**src/rtl/tte_queue.sv**
```systemverilog
// small fifo between the front and the back
module tte_queue #(
  parameter int WIDTH = 8,
  parameter int DEPTH = 2
) (
  input  logic             clk,
  input  logic             rst,
  input  logic             push_valid,
  output logic             push_ready,
  input  logic [WIDTH-1:0] push_data,
  output logic             pop_valid,
  input  logic             pop_ready,
  output logic [WIDTH-1:0] pop_data
);

  localparam int PTR_W = (DEPTH > 1) ? $clog2(DEPTH) : 1;
  localparam int CNT_W = $clog2(DEPTH + 1);
  localparam logic [PTR_W-1:0] LAST = PTR_W'(DEPTH - 1);

  logic [WIDTH-1:0] slots [DEPTH];
  logic [PTR_W-1:0] wr_ptr;
  logic [PTR_W-1:0] rd_ptr;
  logic [CNT_W-1:0] count;
  logic             do_push;
  logic             do_pop;

  assign push_ready = (count != CNT_W'(DEPTH));
  assign pop_valid = (count != '0);
  assign pop_data = slots[rd_ptr];
  assign do_push = push_valid && push_ready;
  assign do_pop = pop_valid && pop_ready;

  always_ff @(posedge clk) begin
    if (do_push) begin
      slots[wr_ptr] <= push_data;
    end
  end

  always_ff @(posedge clk) begin
    if (rst) begin
      wr_ptr <= '0;
      rd_ptr <= '0;
      count <= '0;
    end else begin
      if (do_push) begin
        wr_ptr <= (wr_ptr == LAST) ? '0 : wr_ptr + 1'b1;
      end
      if (do_pop) begin
        rd_ptr <= (rd_ptr == LAST) ? '0 : rd_ptr + 1'b1;
      end
      if (do_push && !do_pop) begin
        count <= count + 1'b1;
      end else if (do_pop && !do_push) begin
        count <= count - 1'b1;
      end
    end
  end

endmodule

```
**config.mk**
```make
export PLATFORM = sky130hd
export DESIGN_NAME = tte_queue
export DESIGN_NICKNAME = d
export VERILOG_FILES = /design/src/rtl/tte_queue.sv
export SDC_FILE = /design/constraint.sdc
export NUM_CORES = 1
export LEC_CHECK = 0
export ABC_AREA = 1
export ABC_CLOCK_PERIOD_IN_PS = 2400
export BUFFER_PORTS_ARGS = -buffer_cell sky130_fd_sc_hd__buf_2
export CORE_MARGIN = 5
export CORE_UTILIZATION = 49
export CTS_CLUSTER_SIZE = 14
export DETAILED_ROUTE_END_ITERATION = 16
export GPL_ROUTABILITY_DRIVEN = 0
export MAX_ROUTING_LAYER = met4
export PLACE_DENSITY = 0.76
export SLEW_MARGIN = 20
export SYNTH_ARGS = -nofsm -noshare
export SYNTH_HDL_FRONTEND = slang
export SYNTH_SLANG_ARGS = --single-unit
```
**constraint.sdc**
```tcl
create_clock -name clk -period 2.4 [get_ports clk]
set_clock_uncertainty 0.05 [all_clocks]
set_input_delay 0.48 -clock clk [delete_from_list [all_inputs] [get_ports clk]]
set_output_delay 0.48 -clock clk [all_outputs]
set_load 0.02 [all_outputs]
```
Word-level counts from Yosys, hierarchy flattened. Memories as Yosys holds them, arrays and structs flattened. A register that Yosys moved wholly into a read port is not among the register bits. Index checks and enable logic that the tools add are counted.

Mux-type cells: 8. Reductions and logical operators: 8. Equal/unequal tests: 1. Add/subtract/negate cells: 4.

Operators with widths (count): $mux W1 (6); $logic_and A1 B1 Y1 (4); $mux W2 (2); $reduce_bool A2 Y1 (2); $add A1 B1 Y1 const B (2); $add A2 B1 Y2 const B (1); $logic_not A1 Y1 (2); $ne A2 B2 Y1 const B (1); $sub A2 B1 Y2 const B (1).

Output and inout bits: 10. Bits in registers: 4. Memories: 1. Bits in writable memories: 16.

Memory list: slots (words 2, width 8, read ports 1, clocked after memory_dff 1, wr ports 1, RTL line 20) `logic [WIDTH-1:0] slots [DEPTH];`.

Logic depth before layout (Yosys ltp).
Word-level depth: 6. Gate-level depth with buffers: 11. Mapped depth without buffers: 11.

Worst setup path after synthesis. No wires, ideal clock.

Path type: register to register. Start point: register count[0]. End point: memory slots[1][0] (enable). Clock period less this slack: 1410 ps. Path buffers: 0. Setup time: 370 ps. Data arrival time: 990 ps. Cell stages (with the launch flop): 5. Setup slack: 990 ps. Path through: dfxtp_1 inv_2 nand2_2 nand2_4 nor2_1.

Word-level cells in the longest chain between the ends: 4.

Ends and longest elaborated chain: start, declared (RTL line 23) `logic [CNT_W-1:0] count;`; start signal, assigned (RTL line 52) `count <= count + 1'b1;`; start signal, assigned (RTL line 54) `count <= count - 1'b1;`; $ne A2 B2 Y1 (RTL line 27) `assign push_ready = (count != CNT_W'(DEPTH));`; named net push_ready (RTL line 9) `output logic push_ready,`; $logic_and A1 B1 Y1 (RTL line 30) `assign do_push = push_valid && push_ready;`; $mux W1 (RTL line 34) `if (do_push) begin`; $mux W1 (implied by the code) (RTL line 35) `slots[wr_ptr] <= push_data;`; end, declared (RTL line 20).

The timed path passes the listed nets, and every way through them passes these cells.

==> results by group <==
Pwr
  – Clock share of power: between 10% and 20%
  – Logic gate share of total power: roughly 34%
  – Cell-internal power: between 600 and 700 µW
  – Max VDD drop: about 0.00067 V
  – Sw power: around 360 µW
  – Switching share of total power: about 35%
  – Sequential share of power: between 40% and 50%
  – PwrDens: 1040 mW/mm²
  – Lkg Pwr: about 0.41 nW

Worst setup path
  – Critical path capture point type: primary output
  – Critical Path RT: approximately 1.9 ns
  – Reg2reg start: count[0]
  – Worst EP arrival: ~1.4 ns
  – CP max stage delay: about 0.54 ns
  – Startpoint types: flop
  – Crit-path cells: mux2_2 -> buf_2
  – CP max FO: 8
  – Slowest cell on crit path: dfxtp_1
  – Worst Setup Path Type: flop to primary output

Place
  – DP HPWL: 1010 µm
  – DP Area: ~950 µm²
  – Port Buffers: 21
  – Pre-CTS WS: 0.780 ns

Clocking
  – Post-CTS setup buffer count: 0
  – CTS max path bufs: 2
  – CTS tree: done
  – Clk sink count: 21
  – Hold-fix buffers at CTS: 0
  – Skew-Pair Late Insertion Delay: between 0.2 and 0.3 ns
  – Clk Tree Root Cell: clkbuf_4
  – CTS-repair resized insts: 0
  – Total CTS buffers: 3
  – Register clock-pin slew on the reported worst setup and hold paths: 0.11 ns
  – # H-tree levels: 1

Logic synthesis
  – Largest family of logic cells by synthesized area: multiplexers
  – Top post-synthesis cells by area: edfxtp_1 (58%), dfxtp_1 (12%), mux2_2 (11%)
  – Mux cell area share after synthesis: about 11%
  – Syn_nets: 75
  – Post-synthesis sequential area ratio: approximately 70%
  – Synthesized cell area: 826 µm²
  – Simple logic cell fraction of the synthesized area: between 10% and 20%
  – Synth cell types: 17
  – Most common cell in the netlist: edfxtp_1
  – Compound-cell area share of the yosys netlist: 2.42%
  – Post-Synth XOR/XNOR Area: 0%
  – Post-synth top area share: roughly three fifths
  – Share of synthesized registers carrying an async set or reset: 0%
  – Synth Flop Type: edfxtp_1
  – Post-Synth Adder-Cell Area: 1.52%
  – Post-synth EDFFs: 16
  – Area leader, netlist: edfxtp_1
  – Cells after Synth: 62
  – Top post-synthesis cells by count: edfxtp_1 (16), mux2_2 (8), nand2_1 (7), nor2_1 (7), inv_1 (6)
  – Synth warn: 0
  – Synthesized area per cell: 13.3 µm²
  – #FFs+latches synth: 21

GRT
  – Gr usage total: between 10% and 20%
  – Met1 Track Usage GR: 15.0%
  – Pin count of the biggest net entering global routing: 13
  – Vias in the first global route: between 500 and 600
  – Most Crowded Layer GR: met2
  – Met2 usage: about a fifth
  – Met3 Track Usage GR: around 4.7%
  – Global-route wire length before repair: 2350 µm
  – Initial antenna violation count: 0
  – GRT Residual Overflow: 0

Timing
  – Final critical-path setup slack: approximately 0.51 ns
  – Hold Vio Cnt, Final: 0
  – Period utilisation layout: 78.7%
  – RSZ-0062 raised after global routing: no
  – Final setup violating endpoints: 0
  – Worst-Margin Slew: between 0.6 and 0.7 ns
  – Peak Freq: about 530 MHz
  – Final slew viol count: 0
  – Max transition margin: ~55%
  – Setup TNS: 0 ns
  – Min Tclk post-route: 1.89 ns

Floorplan
  – Starting Density: between 50% and 60%
  – Core area: 0.00156 mm²
  – Die area: roughly 0.0026 mm²
  – # rows: 14
  – Top-Level Pins: 22
  – Chip Height: 51.1 µm
  – Die W: between 50 and 60 µm

Finish
  – Layout cells sized above 1: 43.0%
  – Area growth syn-to-layout: 17.9%
  – NumNets Final: 100
  – Antenna diode count: 0
  – Fin area: 973 µm²

Drt
  – DRC: 0
  – Vias per cell: approximately 4.9
  – Post-route ant nets: 0
  – TritonRoute pass-1 iters: 3
  – DR WL/cell: roughly 13 µm
  – Drt total wl: 1300 µm
  – Vias: about 500
  – Initial DRC count: 7

Worst hold path
  – Worst Min Path Start: push_data[7]
  – Worst hold path class: primary input to flop

Flow run
  – Max cap viols: 0

Run status
  – Status: completed
[state kept, by name, indices dropped and copies added, names as in the netlist, named ones only]
signal and flops:
count 2, rd_ptr 1, slots 16, wr_ptr 1
[placed cells by master (no fill, tap or decap)]
cell / synthesis / final
buf_2: 1 / 21
edfxtp_1: 16 / 16
mux2_2: 8 / 8
nand2_1: 7 / 7
nor2_1: 7 / 7
inv_1: 6 / 6
dfxtp_1: 5 / 5
clkbuf_4: 0 / 3
clkinv_2: 1 / 2
a21oi_1: 2 / 2
nand3_1: 2 / 2
inv_2: 1 / 1
nand2_2: 1 / 1
nand2_4: 1 / 1
o21ai_1: 1 / 1
nand4_1: 1 / 1
o21ai_0: 1 / 1
ha_1: 1 / 1
[path summary, 6_finish.rpt]
path | end | slack [ns] | cells past startpoint
worst max-delay path | pop_data[6] | 0.51 | 2
worst min-delay path | slots[0][7] | 0.32 | 1
worst max register to register | slots[0][2] | 0.86 | 4
worst min register to register | count[0] | 0.45 | 1
[area by class of cell]
class,count,area (µm²)
Fill cell,127,586
Sequential cell,21,581
Inverter,8,31.3
Multi-Input combinational cell,32,209
Tap cell,16,20.0
Clock inverter,1,5.00
Clock buffer,3,22.5
Timing Repair Buffer,21,105
[power by group through the flow]
stage | clock [mW] | combinational (mW) | sequential [mW]
after global placement | 0 | 0.337 | 0.511
after floorplan | 0 | 0.269 | 0.493
after CTS | 0.168 | 0.352 | 0.506
after detailed placement | 0 | 0.350 | 0.514
final | 0.162 | 0.349 | 0.504
after global routing | 0.190 | 0.383 | 0.515
[worst max-delay path: cells and delay by family (launching register included)]
family	cells	cell delay [ns]
multiplexers	1	0.37
flip-flops	1	0.54
buffers and inverters	1	0.16
[metrics by stage]
stage | cells | power (mW) | util [%] | hold WS [ns]
after global routing | 102 | 1.09 | 62.4 | 0.294
final | 102 | 1.02 | 62.4 | 0.318
after global placement | 98 | 0.848 | 60.7 | 0.421
after detailed placement | 98 | 0.865 | 60.7 | 0.433
after floorplan | 62 | 0.762 | - | 0.404
after CTS | 102 | 1.03 | 62.4 | 0.309
[cells by family after synthesis]
group | count (synthesis)
DFF | 21
and+or+nand+nor | 19
buffers and inverters | 9
muxes | 8
AOI/OAI and AO/OA | 4
adders and majority gates | 1
[metal layers]
layer / vias to the layer above / part of all wire (%)
met5: - / 0
met1: 228 / 48
met3: 0 / 7.1
met2: 13 / 45
li1: 261 / -
met4: 0 / 0
Power figures use the tool's default switching activity.
