`src/rtl/tte_pkg.sv`:
```
// shared types and constants of the transposition table engine
package tte_pkg;

  localparam int KEY_W = 64;
  localparam int MOVE_W = 25;
  localparam int SCORE_W = 16;
  localparam int PLY_W = 6;
  localparam int DEPTH_W = 6;
  localparam int KIND_W = 2;
  localparam int AGE_W = 8;
  localparam int THR_W = 15;

  localparam int CFG_INDEX_W = 1;
  localparam int CFG_DATA_W = 15;

  localparam logic [CFG_INDEX_W-1:0] REG_MATE_THRESHOLD = 1'b0;
  localparam logic [CFG_INDEX_W-1:0] REG_CURRENT_AGE = 1'b1;

  localparam logic [THR_W-1:0] MATE_THRESHOLD_RESET = 15'd29000;
  localparam logic [AGE_W-1:0] AGE_RESET = 8'd0;

  localparam logic [KIND_W-1:0] KIND_ALPHA = 2'd0;
  localparam logic [KIND_W-1:0] KIND_BETA = 2'd1;
  localparam logic [KIND_W-1:0] KIND_EXACT = 2'd2;
  localparam logic [KIND_W-1:0] KIND_INVALID = 2'd3;

  localparam int QUEUE_DEPTH = 2;
  localparam int DIGIT_W = 4;
  localparam int DIGITS = KEY_W / DIGIT_W;
  localparam int STEP_W = $clog2(DIGITS + 1);

  typedef enum logic [1:0] {
    CMD_PROBE      = 2'd0,
    CMD_STORE      = 2'd1,
    CMD_MOVE_PROBE = 2'd2,
    CMD_CLEAR      = 2'd3
  } cmd_t;

  typedef enum logic [2:0] {
    ST_INIT,
    ST_IDLE,
    ST_LOOK,
    ST_CLEAR,
    ST_CLEAR_DONE
  } back_state_t;

  typedef struct packed {
    cmd_t                       command;
    logic [KEY_W-1:0]           key;
    logic [PLY_W-1:0]           ply;
    logic [DEPTH_W-1:0]         depth;
    logic signed [SCORE_W-1:0]  alpha;
    logic signed [SCORE_W-1:0]  beta;
    logic [MOVE_W-1:0]          move;
    logic signed [SCORE_W-1:0]  score;
    logic [KIND_W-1:0]          kind;
  } item_t;

  typedef struct packed {
    logic [MOVE_W-1:0]          move;
    logic signed [SCORE_W-1:0]  score;
    logic [DEPTH_W-1:0]         depth;
    logic [KIND_W-1:0]          kind;
    logic [AGE_W-1:0]           age;
  } entry_t;

endpackage

```
`src/rtl/tte_front.sv`:
```
// front end: takes requests, clamps ply and reduces the key to a table index
module tte_front #(
  parameter int ENTRIES = 4096,
  parameter int MAX_PLY = 64,
  parameter int IDX_W = 12
) (
  input  logic                              clk,
  input  logic                              rst,
  input  logic                              init_busy,
  input  logic                              in_valid,
  output logic                              in_stall,
  input  logic [1:0]                        command,
  input  logic [tte_pkg::KEY_W-1:0]         position_key,
  input  logic [tte_pkg::PLY_W-1:0]         ply,
  input  logic [tte_pkg::DEPTH_W-1:0]       search_depth,
  input  logic signed [tte_pkg::SCORE_W-1:0] alpha,
  input  logic signed [tte_pkg::SCORE_W-1:0] beta,
  input  logic [tte_pkg::MOVE_W-1:0]        best_move,
  input  logic signed [tte_pkg::SCORE_W-1:0] score_in,
  input  logic [tte_pkg::KIND_W-1:0]        bound_kind,
  output logic                              push_valid,
  input  logic                              push_ready,
  output tte_pkg::item_t                    push_item,
  output logic [IDX_W-1:0]                  push_idx
);

  import tte_pkg::*;

  localparam bit POW2 = ((ENTRIES & (ENTRIES - 1)) == 0);
  localparam int PLY_CAP = MAX_PLY - 1;
  localparam int REM_W = IDX_W + 1;
  localparam logic [REM_W-1:0] ENTRIES_R = REM_W'(ENTRIES);

  item_t             hold;
  logic              hold_valid;
  logic [REM_W-1:0]  rem;
  logic [REM_W-1:0]  rem_next;
  logic [KEY_W-1:0]  shift;
  logic [STEP_W-1:0] steps;
  logic              done;
  logic              in_accept;
  logic [PLY_W-1:0]  ply_sat;

  assign done = (steps == '0);
  assign push_valid = hold_valid && done;
  assign push_item = hold;
  assign push_idx = rem[IDX_W-1:0];
  assign in_stall = init_busy || (hold_valid && !(done && push_ready));
  assign in_accept = in_valid && !in_stall;
  assign ply_sat = (int'(ply) > PLY_CAP) ? PLY_W'(PLY_CAP) : ply;

  // four remainder steps per cycle, msb first
  always_comb begin
    logic [REM_W-1:0] r;
    r = rem;
    for (int k = 0; k < DIGIT_W; k++) begin
      r = {r[REM_W-2:0], shift[KEY_W-1-k]};
      if (r >= ENTRIES_R) begin
        r = r - ENTRIES_R;
      end
    end
    rem_next = r;
  end

  always_ff @(posedge clk) begin
    if (in_accept) begin
      hold.command <= cmd_t'(command);
      hold.key <= position_key;
      hold.ply <= ply_sat;
      hold.depth <= search_depth;
      hold.alpha <= alpha;
      hold.beta <= beta;
      hold.move <= best_move;
      hold.score <= score_in;
      hold.kind <= bound_kind;
      shift <= position_key;
    end else if (!done) begin
      shift <= shift << DIGIT_W;
    end
  end

  always_ff @(posedge clk) begin
    if (rst) begin
      hold_valid <= 1'b0;
      steps <= '0;
      rem <= '0;
    end else begin
      if (in_accept) begin
        hold_valid <= 1'b1;
        if (POW2) begin
          rem <= {1'b0, position_key[IDX_W-1:0]};
          steps <= '0;
        end else begin
          rem <= '0;
          steps <= STEP_W'(DIGITS);
        end
      end else begin
        if (push_valid && push_ready) begin
          hold_valid <= 1'b0;
        end
        if (!done) begin
          rem <= rem_next;
          steps <= steps - 1'b1;
        end
      end
    end
  end

endmodule

```
`config.mk`:
```
export PLATFORM = sky130hd
export DESIGN_NAME = tte_front
export DESIGN_NICKNAME = d
export VERILOG_FILES = /design/src/rtl/tte_pkg.sv /design/src/rtl/tte_front.sv
export SDC_FILE = /design/constraint.sdc
export NUM_CORES = 1
export LEC_CHECK = 0
export ABC_AREA = 1
export BUFFER_PORTS_ARGS = -buffer_cell sky130_fd_sc_hd__buf_2
export CAP_MARGIN = 20
export CORE_ASPECT_RATIO = 1.5
export CORE_MARGIN = 5
export CORE_UTILIZATION = 25
export CTS_BUF_LIST = sky130_fd_sc_hd__clkbuf_16
export DETAILED_ROUTE_END_ITERATION = 16
export GPL_ROUTABILITY_DRIVEN = 0
export SLEW_MARGIN = 30
export SYNTH_ARGS = -nofsm -noshare
export SYNTH_HDL_FRONTEND = slang
export SYNTH_SLANG_ARGS = --single-unit
```
`constraint.sdc`:
```
create_clock -name clk -period 3.33 [get_ports clk]
set_input_delay 0.333 -clock clk [delete_from_list [all_inputs] [get_ports clk]]
set_output_delay 0.333 -clock clk [all_outputs]
set_load 0.05 [all_outputs]
```
# [Yosys cells after proc, flatten, opt, wreduce, memory -nomap -nowiden]
# Index checks and enable logic that the tools add are counted.
[op_classes] addsub=5 n_lt_le_gt_ge=4 eq_ne=1 muxes=10 reduce_logical=11
[ops] operator="$mux W64" count=2
[ops] operator="$mux W12" count=6
[ops] operator="$ge A13 B13 Y1 const B" count=4
[ops] operator="$sub A12 B1 Y12 const B" count=4
[ops] operator="$logic_and A1 B1 Y1" count=5
[ops] operator="$logic_not A5 Y1" count=1
[ops] operator="$sub A5 B1 Y5 const B" count=1
[ops] operator="$logic_not A1 Y1" count=2
[ops] operator="$mux W1" count=2
[ops] operator="$ne A2 B1 Y1 const B" count=1
[ops] operator="$reduce_bool A2 Y1" count=1
[ops] operator="$reduce_or A2 Y1" count=1
[ops] operator="$logic_or A1 B1 Y1" count=1
[totals] regBits=235 inputBits=158 output_inout_bits=167 wordCells=44

# [Depth between registers and ports, before layout]
# Gate-level depths: netlist of run 1.
[logic_depth] depth_word=10 depth_mapped=12 depth_no_buf=11

# [Least setup slack after synthesis of run 1]
# OpenSTA, ideal clock, no wires.
[synth_path] kind="register to register" start="register steps[0]" end="register shift[0] (enable)" setup_time_ns=0.424 arrival_time_ns=2.659 required_time_ns=2.906 path_slack_ns=0.247 stages_incl_launch_ff=11 path_buffers=2 synth_period_minus_slack_ns=3.083 path_cell_list="dfxtp_1 > inv_1 > ha_1 > inv_1 > nor2_1 > nand3_1 > nand2_2 > nand3_4 > buf_6 > buf_6 > nand2_1"
[synth_via] elab_chain_len=8
[synth_rtl] item="from (decl)" line="tte_front.sv:39" text="logic [STEP_W-1:0] steps;"
[synth_rtl] item="from (signal assigned)" line="tte_front.sv:95" text="steps <= STEP_W'(DIGITS);"
[synth_rtl] item="from (signal assigned)" line="tte_front.sv:103" text="steps <= steps - 1'b1;"
[synth_rtl] item="$logic_not A5 Y1 (*)" line="tte_front.sv:44" text="assign done = (steps == '0);"
[synth_rtl] item="$logic_and A1 B1 Y1" line="tte_front.sv:48" text="assign in_stall = init_busy || (hold_valid && !(done && push_ready));"
[synth_rtl] item="$logic_not A1 Y1" line="tte_front.sv:48"
[synth_rtl] item="$logic_and A1 B1 Y1" line="tte_front.sv:48"
[synth_rtl] item="$logic_or A1 B1 Y1" line="tte_front.sv:48"
[synth_rtl] item="$logic_not A1 Y1" line="tte_front.sv:49" text="assign in_accept = in_valid && !in_stall;"
[synth_rtl] item="$logic_and A1 B1 Y1" line="tte_front.sv:49"
[synth_rtl] item="$ne A2 B1 Y1 (no line) (*)"
[synth_rtl] item="to (signal assigned)" line="tte_front.sv:76" text="shift <= position_key;"
[synth_rtl] item="to (signal assigned)" line="tte_front.sv:78" text="shift <= shift << DIGIT_W;"
[synth_rtl] item="to (decl)" line="tte_front.sv:38" text="logic [KEY_W-1:0] shift;"
# Every way passes the cells marked *; elsewhere a longest branch is shown, timed or not.
# A chain may end at the register's enable or synchronous reset.

# [Worst setup path after layout of run 1]
[layout_path] start="register steps[0]" end="register hold (netlist bit push_item[81]) (enable)"
[layout_via] elab_chain_len=7
[layout_rtl] item="$logic_not A5 Y1" line="tte_front.sv:44"
[layout_rtl] item="$logic_and A1 B1 Y1" line="tte_front.sv:48"
[layout_rtl] item="$logic_not A1 Y1" line="tte_front.sv:48"
[layout_rtl] item="$logic_and A1 B1 Y1" line="tte_front.sv:48"
[layout_rtl] item="$logic_or A1 B1 Y1" line="tte_front.sv:48"
[layout_rtl] item="$logic_not A1 Y1" line="tte_front.sv:49"
[layout_rtl] item="$logic_and A1 B1 Y1" line="tte_front.sv:49"
[layout_rtl] item="to (decl)" line="tte_front.sv:34" text="item_t hold;"
# Every way passes these cells.

==> results.toml, run 1 <==
[status]
status = "completed"

[worst_setup_path]
rr_endpoint = "push_item[81]"
crit_arrival_ns = 2.59
cp-end-kind = "flop"
rr_startpoint = "steps[0]"
rr_worst_depth = 9
worstPathMaxFanout = 65
crit_required_ns = 3.52
criticalPathCategory = "flop to flop"
r2r_slack_ns = 0.94
start_kind = "flop"

[synthesis]
ys_types = 23
synth-seq-area-share_pct = 81.8
ys_warn_count = 0
ys_ff_latch = 235
syn-cell-area_mm2 = 0.00840
syn_area_per_cell_um2 = 14.4
synth_edf_count = 217
async_flop_share_pct = 0
synthesis.nets = 745
ys.flop_type = "edfxtp_1"
syn_inst = 585

[placement]
dpl_cell_area_mm2 = 0.0105
place_hpwl_um = 16600
portBuffers = 324

[die]
coreArea_mm2 = 0.0333
die_height_um = 235
num_io_pins = 325
die_w_um = 160
start_util_pct = 25.2
rows = 82
dieArea_mm2 = 0.0375

[timing]
period_minus_slack_ns = 2.39
clock.fmax_mhz = 418
period_share_pct = 71.8
timing.final.hold_violations = 0
finalSetupViolCount = 0
tns_ns = 0
finalClockSkew_ns = 0.0106
worst_pin_slew_ns = 0.776
slew_headroom_pct = 48.2
finalMaxSlewViolations = 0
rsz0062_at_grt = "false"

[worst_hold_path]
min-delay-start = "position_key[16]"
whs_endpoint = "push_item[103]"
hold_path.class = "primary input to flop"
hold_depth = 1

[detailed_routing]
dr.pass1.iters = 5
wl_um = 24400
wl_per_cell_um = 16.3
vias_per_cell = 4.10
drc = 0
drtIter0Drc = 306
ant_nets = 0
vias = 6111

[clocking]
clk_path_buf_depth = 3
root_buffer = "clkbuf_16"
htree_levels = 1
cts.clk_slew.worst_paths_ns = 0.06
insertion_delay_ns = 0.52
cts_buffers = 24
cts_tree = "yes"
cts.sinks = 235
post_cts_buffers = 0

[grt]
met3_usage_pct = 4.34
grtUsageMet2_pct = 23.4
grt-ovfl-total = 0
gr-usage-all-layers_pct = 12.5
grt_pass1_vias = 6352
antenna_found_initial = 1
grt_use_met1_pct = 13.0
grt_max_degree = 66
grt_pass1_wl_um = 36700
top_usage_layer = "met2"

[layout]
finalInstanceArea_mm2 = 0.0126
layout-drive-gt1-share_pct = 35.3
antenna_cells = 0
nets = 1213
area_delta_synth_final_pct = 50.4

[power_and_ir_drop]
power_density_mw_per_mm2 = 775
vdd_drop_max_uv = 573
p_leak_nw = 5.54

[flow_run]
cap_violations = 0
[how the worst max path moves through the flow]
stage / to / from / slack (ns)
floorplan: shift[0] / steps[0] / 0.25
global placement: push_item[44] / steps[0] / 0.99
detailed placement: push_item[124] / steps[0] / 0.94
CTS: push_item[70] / steps[0] / 0.92
global route: shift[36] / steps[0] / 0.70
finish: push_item[81] / steps[0] / 0.94
[power by group]
part | leakage [nW] | total (mW) | internal, mW | switching, mW
Sequential | 2.23 | 4.42 | 4.17 | 0.243
Clock | 0.389 | 2.64 | 1.52 | 1.12
Combinational | 2.92 | 2.74 | 0.809 | 1.93
[Yosys cell counts, types with 2 or more instances]
library cell  count  area [um^2]
edfxtp_1        217         6520
nor2_1           14         52.6
nand2_1         226          848
buf_4            16          120
or2_2             5         31.3
nand4_1          12         75.1
ha_1              2         25.0
a21oi_1           3         15.0
buf_6             4         45.0
clkbuf_1          6         22.5
nor3_1            2         10.0
nand3_1          13         65.1
inv_1            36          135
dfxtp_1          18          360
buf_2             3         15.0
[per-stage QoR]
step / power, mW / hold WS [ns] / setup WS [ns] / cells / util [%]
finish: 9.80 / 0.0318 / 0.938 / 1490 / 37.9
global route: 10.4 / 0.00246 / 0.699 / 1490 / 37.9
CTS: 9.96 / 0.000128 / 0.919 / 1488 / 37.8
detailed placement: 7.11 / 0.477 / 0.936 / 1307 / 31.4
global placement: 7.08 / 0.466 / 0.994 / 1307 / 31.4
floorplan: 6.40 / 0.432 / 0.247 / 585 / -
[cell type report]
cell class                 count  area (um^2)
clock buffer                  25          626
clock inverter                18          145
fill                        3155        20700
inverter                      37          146
multi-input combinational    284         1190
sequential                   235         6880
tap                          420          526
timing repair buffer         471         3130
[what timing repair did]
action | CTS | global route
hold buffers | 138 | 2
endpoints found under the hold margin | 138 | 2
resized for setup | 0 | 0
[flip-flops by register name, summed over array words and instances (netlist names)]
register	count
push_item	153
shift	64
rem	12
steps	5
hold_valid	1
[cells by family (layout without fill, tap and decap cells)]
kind of cell               Yosys count  count (layout)  share of synthesized area (%)
buffers and inverters               66             551                           4.06
DFF                                235             235                           81.8
AOI/OAI and AO/OA                    5               5                          0.372
adders and majority gates            2               2                          0.298
xor gates and xnor gates             2               2                          0.208
and+or+nand+nor                    275             275                           13.2
[layer usage]
layer  vias up  routed length [um]
li1       2924                   -
met5         -                  13
met3        35                2250
met2       271               12600
met1      2879                8890
met4         2                 605
[placed cells by master, fill, tap and decap left out, types with 4 or more instances in the layout]
cell / synthesis / final
buf_2: 3 / 324
nand2_1: 226 / 225
edfxtp_1: 217 / 217
dlygate4sd3_1: 0 / 140
inv_1: 36 / 39
clkbuf_16: 0 / 25
dfxtp_1: 18 / 18
nor2_1: 14 / 14
nand3_1: 13 / 13
nand4_1: 12 / 12
clkinv_2: 0 / 6
or2_2: 5 / 5
buf_12: 0 / 4
[worst max-delay path, cell delays in order, from the launching register on]
cell	delay (ns)
dfxtp_1	0.32
inv_1	0.12
ha_1	0.17
inv_1	0.05
nor2_1	0.11
nand3_1	0.09
nand2_2	0.26
nand3_4	0.16
inv_8	0.39
buf_12	0.34
Power figures use the tool's default switching activity.
==> run 2, diff against run 1 <==
==> constraint.sdc (replaced) <==
create_clock -name clk -period 2.3 [get_ports clk]
set_input_delay 0.23 -clock clk [delete_from_list [all_inputs] [get_ports clk]]
set_output_delay 0.23 -clock clk [all_outputs]
set_load 0.05 [all_outputs]
==> run 2 against run 1 <==
Clock skew is essentially flat. Largest power group unchanged. Core utilization grew 0.75 points. Register-to-register slack lost 0.55 ns. Sequential share of layout area shrank 1.1 points. Clock-buffer cell count is the same. Final area grew 2.0%.
==> results.toml, run 2 (synthesis gave the netlist of run 1 again) <==
[clocking]
post_cts_buffers = 0
cts.clk_slew.worst_paths_ns = 0.06
root_buffer = "clkbuf_16"
cts_buffers = 24
cts.sinks = 235
insertion_delay_ns = 0.52
htree_levels = 1
clk_path_buf_depth = 3
cts_tree = "yes"

[power_and_ir_drop]
p_switching_mw = 4.81
power_density_mw_per_mm2 = 1130
intPower_mw = 9.70
power.share.clock_pct = 27.7
vdd_drop_max_uv = 822
p_leak_nw = 5.66
combPwrFrac_pct = 28.1
switching_share_pct = 33.1
power_frac_seq_pct = 44.2

[layout]
fin_util_pct = 38.7
fillerInstances = 3076
nets = 1231
layout-drive-gt1-share_pct = 35.1
largest_reg_flops = 153
final_cell_mix = "buf_2 (323), nand2_1 (225), edfxtp_1 (217), dlygate4sd3_1 (153), inv_1 (39)"
final_common_cell = "buf_2"
instances_no_fill = 1508
area_delta_synth_final_pct = 53.4

[timing]
worst_pin_slew_ns = 0.471
timing.final.hold_violations = 0
slew_headroom_pct = 68.6
tns_ns = 0
fin_ws_ns = 0.177
period_share_pct = 92.3
rsz0062_at_grt = "false"
finalSetupViolCount = 0
finalMaxSlewViolations = 0
finalClockSkew_ns = 0.0104
period_minus_slack_ns = 2.12
clock.fmax_mhz = 471

[grt]
grt_max_degree = 76
grt-ovfl-total = 0
gr-usage-all-layers_pct = 12.4
grt_pass1_wl_um = 36900
grt_pass1_vias = 6555
antenna_found_initial = 1

[placement]
place_hpwl_um = 16200
preCtsSetupSlack_ns = 0.343
dp_cells = 1312
portBuffers = 324

[worst_setup_path]
start_kind = "flop"
worstPathMaxFanout = 14
crit_arrival_ns = 1.89
rr_worst_depth = 9
cp-end-kind = "output port"
crit_required_ns = 2.07
criticalPathCategory = "flop to output port"

[detailed_routing]
ant_nets = 0
vias_per_cell = 4.10
drtIter0Drc = 247
dr.pass1.iters = 4
wl_per_cell_um = 16.1
wl_um = 24300
vias = 6183
drc = 0

[die]
start_util_pct = 25.2
coreArea_mm2 = 0.0333
die_w_um = 160
num_io_pins = 325
rows = 82
dieArea_mm2 = 0.0375
die_height_um = 235

[flow_run]
cap_violations = 0

[status]
status = "completed"

[worst_hold_path]
hold_depth = 4
hold_path.class = "primary input to flop"
-- run 2: worst max-delay path, cell delays in order (launching register included) --
cell,delay (ns)
dfxtp_1,0.35
inv_1,0.09
ha_1,0.20
inv_1,0.08
nor2_2,0.04
nand3_1,0.08
nand2_2,0.09
buf_8,0.16
nand2_1,0.08
buf_4,0.20
-- run 2: final timing paths --
check	startpoint	to	slack, ns
max reg2reg	steps[0]	push_item[93]	0.39
min	rst	rem[6]	0.21
min reg2reg	steps[0]	steps[0]	0.49
max	steps[0]	in_stall	0.18
-- run 2: power by group through the flow --
| stage | logic [mW] | clock network (mW) | registers [mW] |
|---|---|---|---|
| global placement | 3.86 | 0 | 6.51 |
| floorplan | 2.19 | 0 | 7.04 |
| global route | 4.50 | 4.36 | 6.48 |
| detailed placement | 3.94 | 0 | 6.50 |
| finish | 4.08 | 4.02 | 6.41 |
| CTS | 4.16 | 4.17 | 6.42 |
-- run 2: what timing repair did --
item,in CTS,in global routing
hold buffers,153,0
hold endpoints to repair,198,0
resized for setup,0,5
setup endpoints to repair,0,2
-- run 2: cell type report --
type,instances,area [um^2],area share [%]
diodes,1,2.50,0.0194
clock inverters,17,189,1.47
inverters,37,146,1.14
well taps,420,526,4.08
multi-input cells,284,1200,9.28
clock buffers,25,626,4.85
repair buffers,489,3330,25.8
flip-flops and latches,235,6880,53.3
-- run 2: stage by stage --
stage / hold slack [ns] / total power [mW] / area, um^2
after floorplan: 0.329 / 9.23 / 8420
after global placement: 0.407 / 10.4 / 10500
after detailed placement: 0.408 / 10.4 / 10500
after CTS: 0.181 / 14.8 / 12900
after global routing: 0.219 / 15.3 / 12900
final: 0.208 / 14.5 / 12900
-- run 2: metal layers --
| layer | up-vias | GRT usage [%] | wire length (um) |
|---|---|---|---|
| met5 | - | 0 | 0 |
| met4 | 0 | 3.47 | 465 |
| met3 | 31 | 4.10 | 2050 |
| met2 | 264 | 23.6 | 12700 |
| met1 | 2922 | 13.1 | 9030 |
| li1 | 2966 | - | - |
